**src/rtl/rgb_to_yuv420_converter_top_assert.svh**
```systemverilog
// Assertion macros for the RGB to YUV 4:2:0 converter top level.
`ifndef RGB_TO_YUV420_CONVERTER_TOP_ASSERT_SVH
`define RGB_TO_YUV420_CONVERTER_TOP_ASSERT_SVH

// Same-cycle implication, sampled on the rising clock edge, off during reset.
`define RGBYUV_ASSERT_NOW(lbl, ante, cons) \
    lbl: assert property (@(posedge i_clk) disable iff (!i_rst_n) (ante) |-> (cons)) \
        else $error("rgbyuv assertion failed");

// Next-cycle implication, sampled on the rising clock edge, off during reset.
`define RGBYUV_ASSERT_NEXT(lbl, ante, cons) \
    lbl: assert property (@(posedge i_clk) disable iff (!i_rst_n) (ante) |=> (cons)) \
        else $error("rgbyuv assertion failed");

`endif

```
**src/rtl/rgbyuv_pkg.sv**
```systemverilog
// Shared types, constants and color math for the RGB to YUV 4:2:0 converter.
`timescale 1ns / 1ps

package rgbyuv_pkg;

    localparam int PIX_W       = 8;
    localparam int CFG_W       = 13;
    localparam int CFG_IDX_W   = 1;
    localparam int MAX_DIM_DEF = 4096;

    localparam logic [CFG_IDX_W-1:0] CFG_LINE_WIDTH   = 1'b0;
    localparam logic [CFG_IDX_W-1:0] CFG_FRAME_HEIGHT = 1'b1;

    localparam logic [CFG_W-1:0] LINE_WIDTH_RST   = 13'd736;
    localparam logic [CFG_W-1:0] FRAME_HEIGHT_RST = 13'd576;

    // 16-bit sums hold every intermediate value below
    localparam int SUM_W = 16;

    localparam logic [SUM_W-1:0] K_Y_R     = 16'd66;
    localparam logic [SUM_W-1:0] K_Y_G     = 16'd129;
    localparam logic [SUM_W-1:0] K_Y_B     = 16'd25;
    localparam logic [SUM_W-1:0] K_C_MAIN  = 16'd112;
    localparam logic [SUM_W-1:0] K_CR_G    = 16'd94;
    localparam logic [SUM_W-1:0] K_CR_B    = 16'd18;
    localparam logic [SUM_W-1:0] K_CB_R    = 16'd38;
    localparam logic [SUM_W-1:0] K_CB_G    = 16'd74;
    localparam logic [SUM_W-1:0] K_ROUND   = 16'd128;
    localparam logic [SUM_W-1:0] K_BIAS    = 16'd32768;
    localparam logic [PIX_W-1:0] K_Y_OFS   = 8'd16;

    typedef struct packed {
        logic even_col;
        logic odd_row;
        logic eol;
        logic eof;
    } t_pos_flags;

    function automatic logic [PIX_W-1:0] luma_of(
        input logic [PIX_W-1:0] r,
        input logic [PIX_W-1:0] g,
        input logic [PIX_W-1:0] b
    );
        logic [SUM_W-1:0] s;
        s = K_Y_R * SUM_W'(r) + K_Y_G * SUM_W'(g) + K_Y_B * SUM_W'(b) + K_ROUND;
        return s[SUM_W-1:8] + K_Y_OFS;
    endfunction

    // floor((pos - neg + 128) / 256) + 128, mod 256; bias keeps it unsigned
    function automatic logic [PIX_W-1:0] chroma_of(
        input logic [SUM_W-1:0] pos,
        input logic [SUM_W-1:0] neg
    );
        logic [SUM_W-1:0] t;
        t = pos + K_ROUND + K_BIAS - neg;
        return t[SUM_W-1:8];
    endfunction

endpackage

```
**src/rtl/rgbyuv_pos.sv**
```systemverilog
// Pixel position tracking: dimension registers, column and row counters.
`timescale 1ns / 1ps

module rgbyuv_pos #(
    parameter int MAX_DIMENSION = rgbyuv_pkg::MAX_DIM_DEF
) (
    input  logic                                i_clk,
    input  logic                                i_rst_n,
    input  logic                                i_cfg_we,
    input  logic [rgbyuv_pkg::CFG_IDX_W-1:0]    i_cfg_index,
    input  logic [rgbyuv_pkg::CFG_W-1:0]        i_cfg_data,
    input  logic                                i_step,
    output rgbyuv_pkg::t_pos_flags              o_flags
);
    import rgbyuv_pkg::*;

    localparam int CW = $clog2(MAX_DIMENSION);
    localparam int DW = (CFG_W > CW + 1) ? CFG_W : CW + 1;

    logic [CFG_W-1:0] r_line_width;
    logic [CFG_W-1:0] r_frame_height;
    logic [CW-1:0]    r_col;
    logic [CW-1:0]    r_row;
    logic [CW-1:0]    n_col;
    logic [CW-1:0]    n_row;
    logic [DW-1:0]    w_eff;
    logic [DW-1:0]    h_eff;

    always_comb begin
        w_eff = DW'(r_line_width);
        if (r_line_width == '0) begin
            w_eff = DW'(1);
        end else if (DW'(r_line_width) > DW'(MAX_DIMENSION)) begin
            w_eff = DW'(MAX_DIMENSION);
        end
        h_eff = DW'(r_frame_height);
        if (r_frame_height == '0) begin
            h_eff = DW'(1);
        end else if (DW'(r_frame_height) > DW'(MAX_DIMENSION)) begin
            h_eff = DW'(MAX_DIMENSION);
        end
    end

    always_comb begin
        o_flags.even_col = ~r_col[0];
        o_flags.odd_row  = r_row[0];
        o_flags.eol      = (DW'(r_col) + DW'(1)) >= w_eff;
        o_flags.eof      = o_flags.eol && ((DW'(r_row) + DW'(1)) >= h_eff);
    end

    always_comb begin
        n_col = r_col;
        n_row = r_row;
        if (i_step) begin
            if (o_flags.eol) begin
                n_col = '0;
                n_row = o_flags.eof ? '0 : r_row + CW'(1);
            end else begin
                n_col = r_col + CW'(1);
            end
        end
    end

    always_ff @(posedge i_clk) begin
        if (!i_rst_n) begin
            r_line_width   <= LINE_WIDTH_RST;
            r_frame_height <= FRAME_HEIGHT_RST;
            r_col          <= '0;
            r_row          <= '0;
        end else begin
            r_col <= n_col;
            r_row <= n_row;
            if (i_cfg_we) begin
                unique case (i_cfg_index)
                    CFG_LINE_WIDTH:   r_line_width   <= i_cfg_data;
                    CFG_FRAME_HEIGHT: r_frame_height <= i_cfg_data;
                    default: ;
                endcase
            end
        end
    end

endmodule

```
**src/rtl/rgbyuv_csc.sv**
```systemverilog
// Color space conversion: BT.601 integer luma and row-selected chroma.
`timescale 1ns / 1ps

module rgbyuv_csc (
    input  logic [rgbyuv_pkg::PIX_W-1:0]  i_red,
    input  logic [rgbyuv_pkg::PIX_W-1:0]  i_green,
    input  logic [rgbyuv_pkg::PIX_W-1:0]  i_blue,
    input  rgbyuv_pkg::t_pos_flags        i_flags,
    output logic [rgbyuv_pkg::PIX_W-1:0]  o_luma,
    output logic [rgbyuv_pkg::PIX_W-1:0]  o_chroma
);
    import rgbyuv_pkg::*;

    logic [SUM_W-1:0] pos_sum;
    logic [SUM_W-1:0] neg_sum;

    always_comb begin
        if (i_flags.odd_row) begin
            pos_sum = K_C_MAIN * SUM_W'(i_blue);
            neg_sum = K_CB_R * SUM_W'(i_red) + K_CB_G * SUM_W'(i_green);
        end else begin
            pos_sum = K_C_MAIN * SUM_W'(i_red);
            neg_sum = K_CR_G * SUM_W'(i_green) + K_CR_B * SUM_W'(i_blue);
        end
    end

    assign o_luma   = luma_of(i_red, i_green, i_blue);
    assign o_chroma = i_flags.even_col ? chroma_of(pos_sum, neg_sum) : '0;

endmodule

```
**src/rtl/rgb_to_yuv420_converter_top.sv**
```systemverilog
// Top level of the RGB to YUV 4:2:0 pixel converter.
`timescale 1ns / 1ps
// Usage:
//   Pixels enter on the input channel (i_in_valid / o_in_ready) in raster
//   order, one RGB triple per transaction. Every pixel gives one output
//   transaction (o_out_valid / i_out_ready) with its luma; even columns
//   also carry a chroma sample, plane 0 on even rows and plane 1 on odd
//   rows, with end_of_line and end_of_frame markers.
//   Line width and frame height are written through the config channel
//   (index 0 and 1); o_cfg_ready is always high. Write them while idle.
//   Each pixel passes through the input register, then the result
//   register. Throughput: one pixel per cycle while i_out_ready is high.
//   A stalled receiver holds the result register; the input register
//   keeps taking one more pixel, then o_in_ready drops until the output
//   drains. Ready paths are combinational from i_out_ready.
//   Reset (synchronous, active low) empties both stages, zeroes the
//   column and row counters and restores width 736 and height 576.

module rgb_to_yuv420_converter_top #(
    parameter int MAX_DIMENSION = rgbyuv_pkg::MAX_DIM_DEF
) (
    input  logic                                i_clk,
    input  logic                                i_rst_n,
    input  logic                                i_cfg_valid,
    output logic                                o_cfg_ready,
    input  logic [rgbyuv_pkg::CFG_IDX_W-1:0]    i_cfg_index,
    input  logic [rgbyuv_pkg::CFG_W-1:0]        i_cfg_data,
    input  logic                                i_in_valid,
    output logic                                o_in_ready,
    input  logic [rgbyuv_pkg::PIX_W-1:0]        i_red,
    input  logic [rgbyuv_pkg::PIX_W-1:0]        i_green,
    input  logic [rgbyuv_pkg::PIX_W-1:0]        i_blue,
    output logic                                o_out_valid,
    input  logic                                i_out_ready,
    output logic [rgbyuv_pkg::PIX_W-1:0]        o_luma,
    output logic [rgbyuv_pkg::PIX_W-1:0]        o_chroma,
    output logic                                o_chroma_valid,
    output logic                                o_chroma_plane,
    output logic                                o_end_of_line,
    output logic                                o_end_of_frame
);
    import rgbyuv_pkg::*;

    t_pos_flags       w_pos;
    logic             in_fire;
    logic             s2_ready;

    logic             r_s1_valid;
    logic [PIX_W-1:0] r_s1_red;
    logic [PIX_W-1:0] r_s1_green;
    logic [PIX_W-1:0] r_s1_blue;
    t_pos_flags       r_s1_flags;

    logic             r_out_valid;
    logic [PIX_W-1:0] r_out_luma;
    logic [PIX_W-1:0] r_out_chroma;
    t_pos_flags       r_out_flags;

    logic [PIX_W-1:0] csc_luma;
    logic [PIX_W-1:0] csc_chroma;

    assign o_cfg_ready = 1'b1;
    assign s2_ready    = !r_out_valid || i_out_ready;
    assign o_in_ready  = !r_s1_valid || s2_ready;
    assign in_fire     = i_in_valid && o_in_ready;

    rgbyuv_pos #(
        .MAX_DIMENSION (MAX_DIMENSION)
    ) u_pos (
        .i_clk       (i_clk),
        .i_rst_n     (i_rst_n),
        .i_cfg_we    (i_cfg_valid),
        .i_cfg_index (i_cfg_index),
        .i_cfg_data  (i_cfg_data),
        .i_step      (in_fire),
        .o_flags     (w_pos)
    );

    rgbyuv_csc u_csc (
        .i_red    (r_s1_red),
        .i_green  (r_s1_green),
        .i_blue   (r_s1_blue),
        .i_flags  (r_s1_flags),
        .o_luma   (csc_luma),
        .o_chroma (csc_chroma)
    );

    always_ff @(posedge i_clk) begin
        if (!i_rst_n) begin
            r_s1_valid  <= 1'b0;
            r_out_valid <= 1'b0;
        end else begin
            if (o_in_ready) begin
                r_s1_valid <= i_in_valid;
            end
            if (s2_ready) begin
                r_out_valid <= r_s1_valid;
            end
        end
    end

    always_ff @(posedge i_clk) begin
        if (in_fire) begin
            r_s1_red   <= i_red;
            r_s1_green <= i_green;
            r_s1_blue  <= i_blue;
            r_s1_flags <= w_pos;
        end
        if (s2_ready && r_s1_valid) begin
            r_out_luma   <= csc_luma;
            r_out_chroma <= csc_chroma;
            r_out_flags  <= r_s1_flags;
        end
    end

    assign o_out_valid    = r_out_valid;
    assign o_luma         = r_out_luma;
    assign o_chroma       = r_out_chroma;
    assign o_chroma_valid = r_out_flags.even_col;
    assign o_chroma_plane = r_out_flags.odd_row;
    assign o_end_of_line  = r_out_flags.eol;
    assign o_end_of_frame = r_out_flags.eof;

`include "rgb_to_yuv420_converter_top_assert.svh"

    `RGBYUV_ASSERT_NOW(a_eof_ends_line, o_out_valid && o_end_of_frame, o_end_of_line)
    `RGBYUV_ASSERT_NOW(a_chroma_zero_odd_col, o_out_valid && !o_chroma_valid, o_chroma == '0)
    `RGBYUV_ASSERT_NOW(a_luma_range, o_out_valid, o_luma >= 8'd16 && o_luma <= 8'd235)
    `RGBYUV_ASSERT_NEXT(a_col_parity_flips, in_fire && !w_pos.eol && w_pos.even_col,
                        !w_pos.even_col)

endmodule
```
**config.mk**
```make
export PLATFORM = sky130hd
export DESIGN_NAME = rgb_to_yuv420_converter_top
export DESIGN_NICKNAME = d
export VERILOG_FILES = /design/src/rtl/rgbyuv_pkg.sv /design/src/rtl/rgbyuv_pos.sv /design/src/rtl/rgbyuv_csc.sv /design/src/rtl/rgb_to_yuv420_converter_top.sv
export VERILOG_INCLUDE_DIRS = /design/src /design/src/rtl
export SDC_FILE = /design/constraint.sdc
export NUM_CORES = 1
export LEC_CHECK = 0
export BUFFER_PORTS_ARGS = -buffer_cell sky130_fd_sc_hd__buf_2
export CELL_PAD_IN_SITES_DETAIL_PLACEMENT = 1
export CELL_PAD_IN_SITES_GLOBAL_PLACEMENT = 1
export CORE_UTILIZATION = 40
export DETAILED_ROUTE_END_ITERATION = 16
export PLACE_DENSITY = 0.75
export SLEW_MARGIN = 0
export SYNTH_ARGS = -nofsm -noshare
export SYNTH_HDL_FRONTEND = slang
export SYNTH_HIERARCHICAL = 1
export SYNTH_SLANG_ARGS = --single-unit
```
**constraint.sdc**
```tcl
create_clock -name i_clk -period 8.3 [get_ports i_clk]
set_input_delay 0.83 -clock i_clk [delete_from_list [all_inputs] [get_ports i_clk]]
set_output_delay 0.83 -clock i_clk [all_outputs]
set_load 0.01 [all_outputs]
```
==> run metrics <==
status complete, no violations; H-Tree Depth 3; Slowest Stage Delay on Critical Path between 0.6 and 0.7 ns; Worst Setup Start Kind register; mapped cell area between 10000 and 15000 µm²; top_reg_cell synth dfxtp_1; Yosys warnings 6; Post-synth EDFFs 48; final hold viol count 0; worst relative slew slack about 47%; CP required 8.41 ns; WL final about 31000 µm; initial antenna violation count 0; Post-Syn Nets between 1500 and 2000; number of global-route vias before repair 10101; Layout area overhead 8.78%; Peak VDD IR approximately 230 µV; vias around 9300; die area 29900 µm²; syn avg cell area ~9.2 µm²; RSZ-0062 raised after global routing false; Leakage roughly 6.0 nW; clk buf depth 2; CTS buffer count 9; largest net degree at the start of global routing 43; CP Max Fanout 12; Synth Instances ~1300; critical path class register to register; leading area contributor after synthesis ha_1; FILL cells between 3000 and 4000; post-synth top area share between 20% and 30%; synthesized flop and latch total 100; worst reg-to-reg path cell count 26; CP Capture Type register; Hold/Removal Path Class register to register; drt wl/cell 18.2 µm; # diodes 0; register area share after synthesis a little over a fifth; DRC 0; Reg-to-Reg Start r_s1_green[7]; Antenna Violating Nets Remaining 0; Post-synth ARST share 0%; Iteration-0 DRC Markers about 270; # IOs 66; Worst R2R Setup Slack between 1.5 and 2 ns; GR Util All Layers a little over a fifth; post-route clock period utilization between 70 and 80%; Setup Skew approximately 0.0062 ns; GRT Residual Overflow 0; Resize count post-CTS 0; f_max 0.151 GHz; slew of the pin with the lowest slew margin 0.791 ns; CTS tree done; ratio of cells with drive above 1 in the final layout 8.08%; hold path depth 0; vias per std cell 5.42; Cell Count, Final, Fillers Out between 1500 and 2000; Final nets 1685; slowest stage cell, crit path edfxtp_1; max-slew violations 0; Buffers & Inverters on Critical Path 2; Vert. Die Dim around 170 µm; Placer Congestion approximately 0.85; post-placement cell count 1705; commonest non-fill, non-tap cell in the layout ha_1; R2R Path End o_chroma[7]; Design Power 4.07 mW; CP top delay family adder cells; Hold Path Sink o_end_of_frame; Worst EP arrival 6.73 ns; min-delay src r_s1_flags[0]; Initial Utilization between 40% and 50%; setup TNS 0 ns; # setup viols final 0; Distinct cells, synth 77; CTS root buf clkbuf_16; core area 28700 µm²; Detail Placement HPWL ~26000 µm; Clock Latency Late Sink approximately 0.36 ns; pwr dens between 300 and 400 nW/µm²; total setup buffers inserted after CTS 0; Reg clk slew, reported paths roughly 0.070 ns; die width between 150 and 200 µm; most used cell, CP ha_1; IO Port Bufs 64; most frequent cells in the layout 240 x ha_1, 143 x inv_1, 128 x nand2_1; synth top area cells ha_1 26%, edfxtp_1 12%, fa_1 12%; Cell Rows between 60 and 70; reported max-cap violation count 0; drt pass-1 iters 4; Tmin final approximately 6.6 ns; clock sink total 100; CTS Hold Bufs 0; first-pass GRT wire length about 51000 µm
## through the flow
step	area (µm²)	hold WS, ns	util, %	setup WS, ns
final	12700	0.422	44.3	1.69
after global routing	12700	0.427	44.3	1.33
after CTS	12700	0.421	44.3	1.69
after detailed placement	12500	0.406	43.4	1.71
after global placement	12500	0.404	43.4	1.94
after floorplan	11700	0.400	-	2.33
## flip-flops by register name (all words and copies together), names as in the netlist, 4 cells and up
register and cells:
u_pos/r_frame_height 13, u_pos/r_col 12, r_s1_blue 8, r_s1_green 8, o_luma 8, r_s1_red 8, o_chroma 8, u_pos/r_line_width 13
u_pos/r_row 12, r_s1_flags 4
## how the worst max path moves through the flow
stage | start | end | slack, ns | depth (start not counted)
detailed placement | r_s1_green[7] | o_chroma[7] | 1.71 | 26
finish | r_s1_green[7] | o_chroma[7] | 1.69 | 26
global route | r_s1_green[7] | o_chroma[7] | 1.33 | 26
CTS | r_s1_green[7] | o_chroma[7] | 1.69 | 26
global placement | r_s1_green[7] | o_chroma[7] | 1.94 | 26
floorplan | r_s1_green[7] | o_chroma[7] | 2.33 | 26
## area by class of cell
class / instances / area (µm²) / area share [%]
timing repair buffer: 70 / 365 / 2.87
clock buffer: 9 / 225 / 1.77
inverter: 147 / 552 / 4.34
tap: 384 / 480 / 3.78
clock inverter: 7 / 50.0 / 0.393
sequential: 100 / 2480 / 19.5
multi-input combinational: 1004 / 8570 / 67.3
## power by group
group | switching [mW] | internal, mW | leakage (nW) | total (mW)
Sequential | 0.0461 | 0.667 | 0.886 | 0.713
Clock | 0.198 | 0.205 | 0.135 | 0.403
Combinational | 1.68 | 1.28 | 4.94 | 2.95
## cell families after synthesis
kind of cell / Yosys count / synth area share (%)
muxes: 7 / 0.663
and+or+nand+nor: 350 / 14.4
xor gates and xnor gates: 97 / 7.26
adders and majority gates: 310 / 37.6
buffers and inverters: 172 / 5.64
other: 1 / 0.0321
DFF: 100 / 21.2
AOI/OAI and AO/OA: 239 / 13.1
## per-layer routing
layer / vias up / wire length, µm / global-route usage, % / share of wire (%)
met4: 0 / 697 / 6.45 / 2.2
met1: 4618 / 14200 / 27.1 / 45
met3: 35 / 815 / 2.42 / 2.6
li1: 4567 / - / - / -
met2: 111 / 15600 / 38.4 / 50
met5: - / 0 / 0 / 0
## synth_stat cells (11+ instances only)
| cell type | instances |
|---|---|
| nand3_1 | 40 |
| a31oi_1 | 11 |
| fa_1 | 70 |
| nor3_1 | 28 |
| and3_1 | 11 |
| dfxtp_1 | 52 |
| nand2_1 | 128 |
| xor2_1 | 31 |
| a21o_1 | 14 |
| o21a_1 | 13 |
| edfxtp_1 | 48 |
| a21oi_1 | 88 |
| o21ai_0 | 40 |
| o21bai_1 | 14 |
| nor2_1 | 68 |
| ha_1 | 240 |
| inv_1 | 143 |
| xnor2_1 | 66 |
| nor2b_1 | 15 |
| clkbuf_1 | 19 |
## worst reg2reg max path, delay by kind of cell, from the launching register on
kind                       cells  cell delay [ns]
AOI/OAI and AO/OA              6             0.99
and+or+nand+nor                8             1.12
xor gates and xnor gates       2             0.28
buffers and inverters          2             0.10
DFF                            1             0.68
adders and majority gates      7             2.94
muxes                          1             0.25
(Power assumes the default switching activity.)
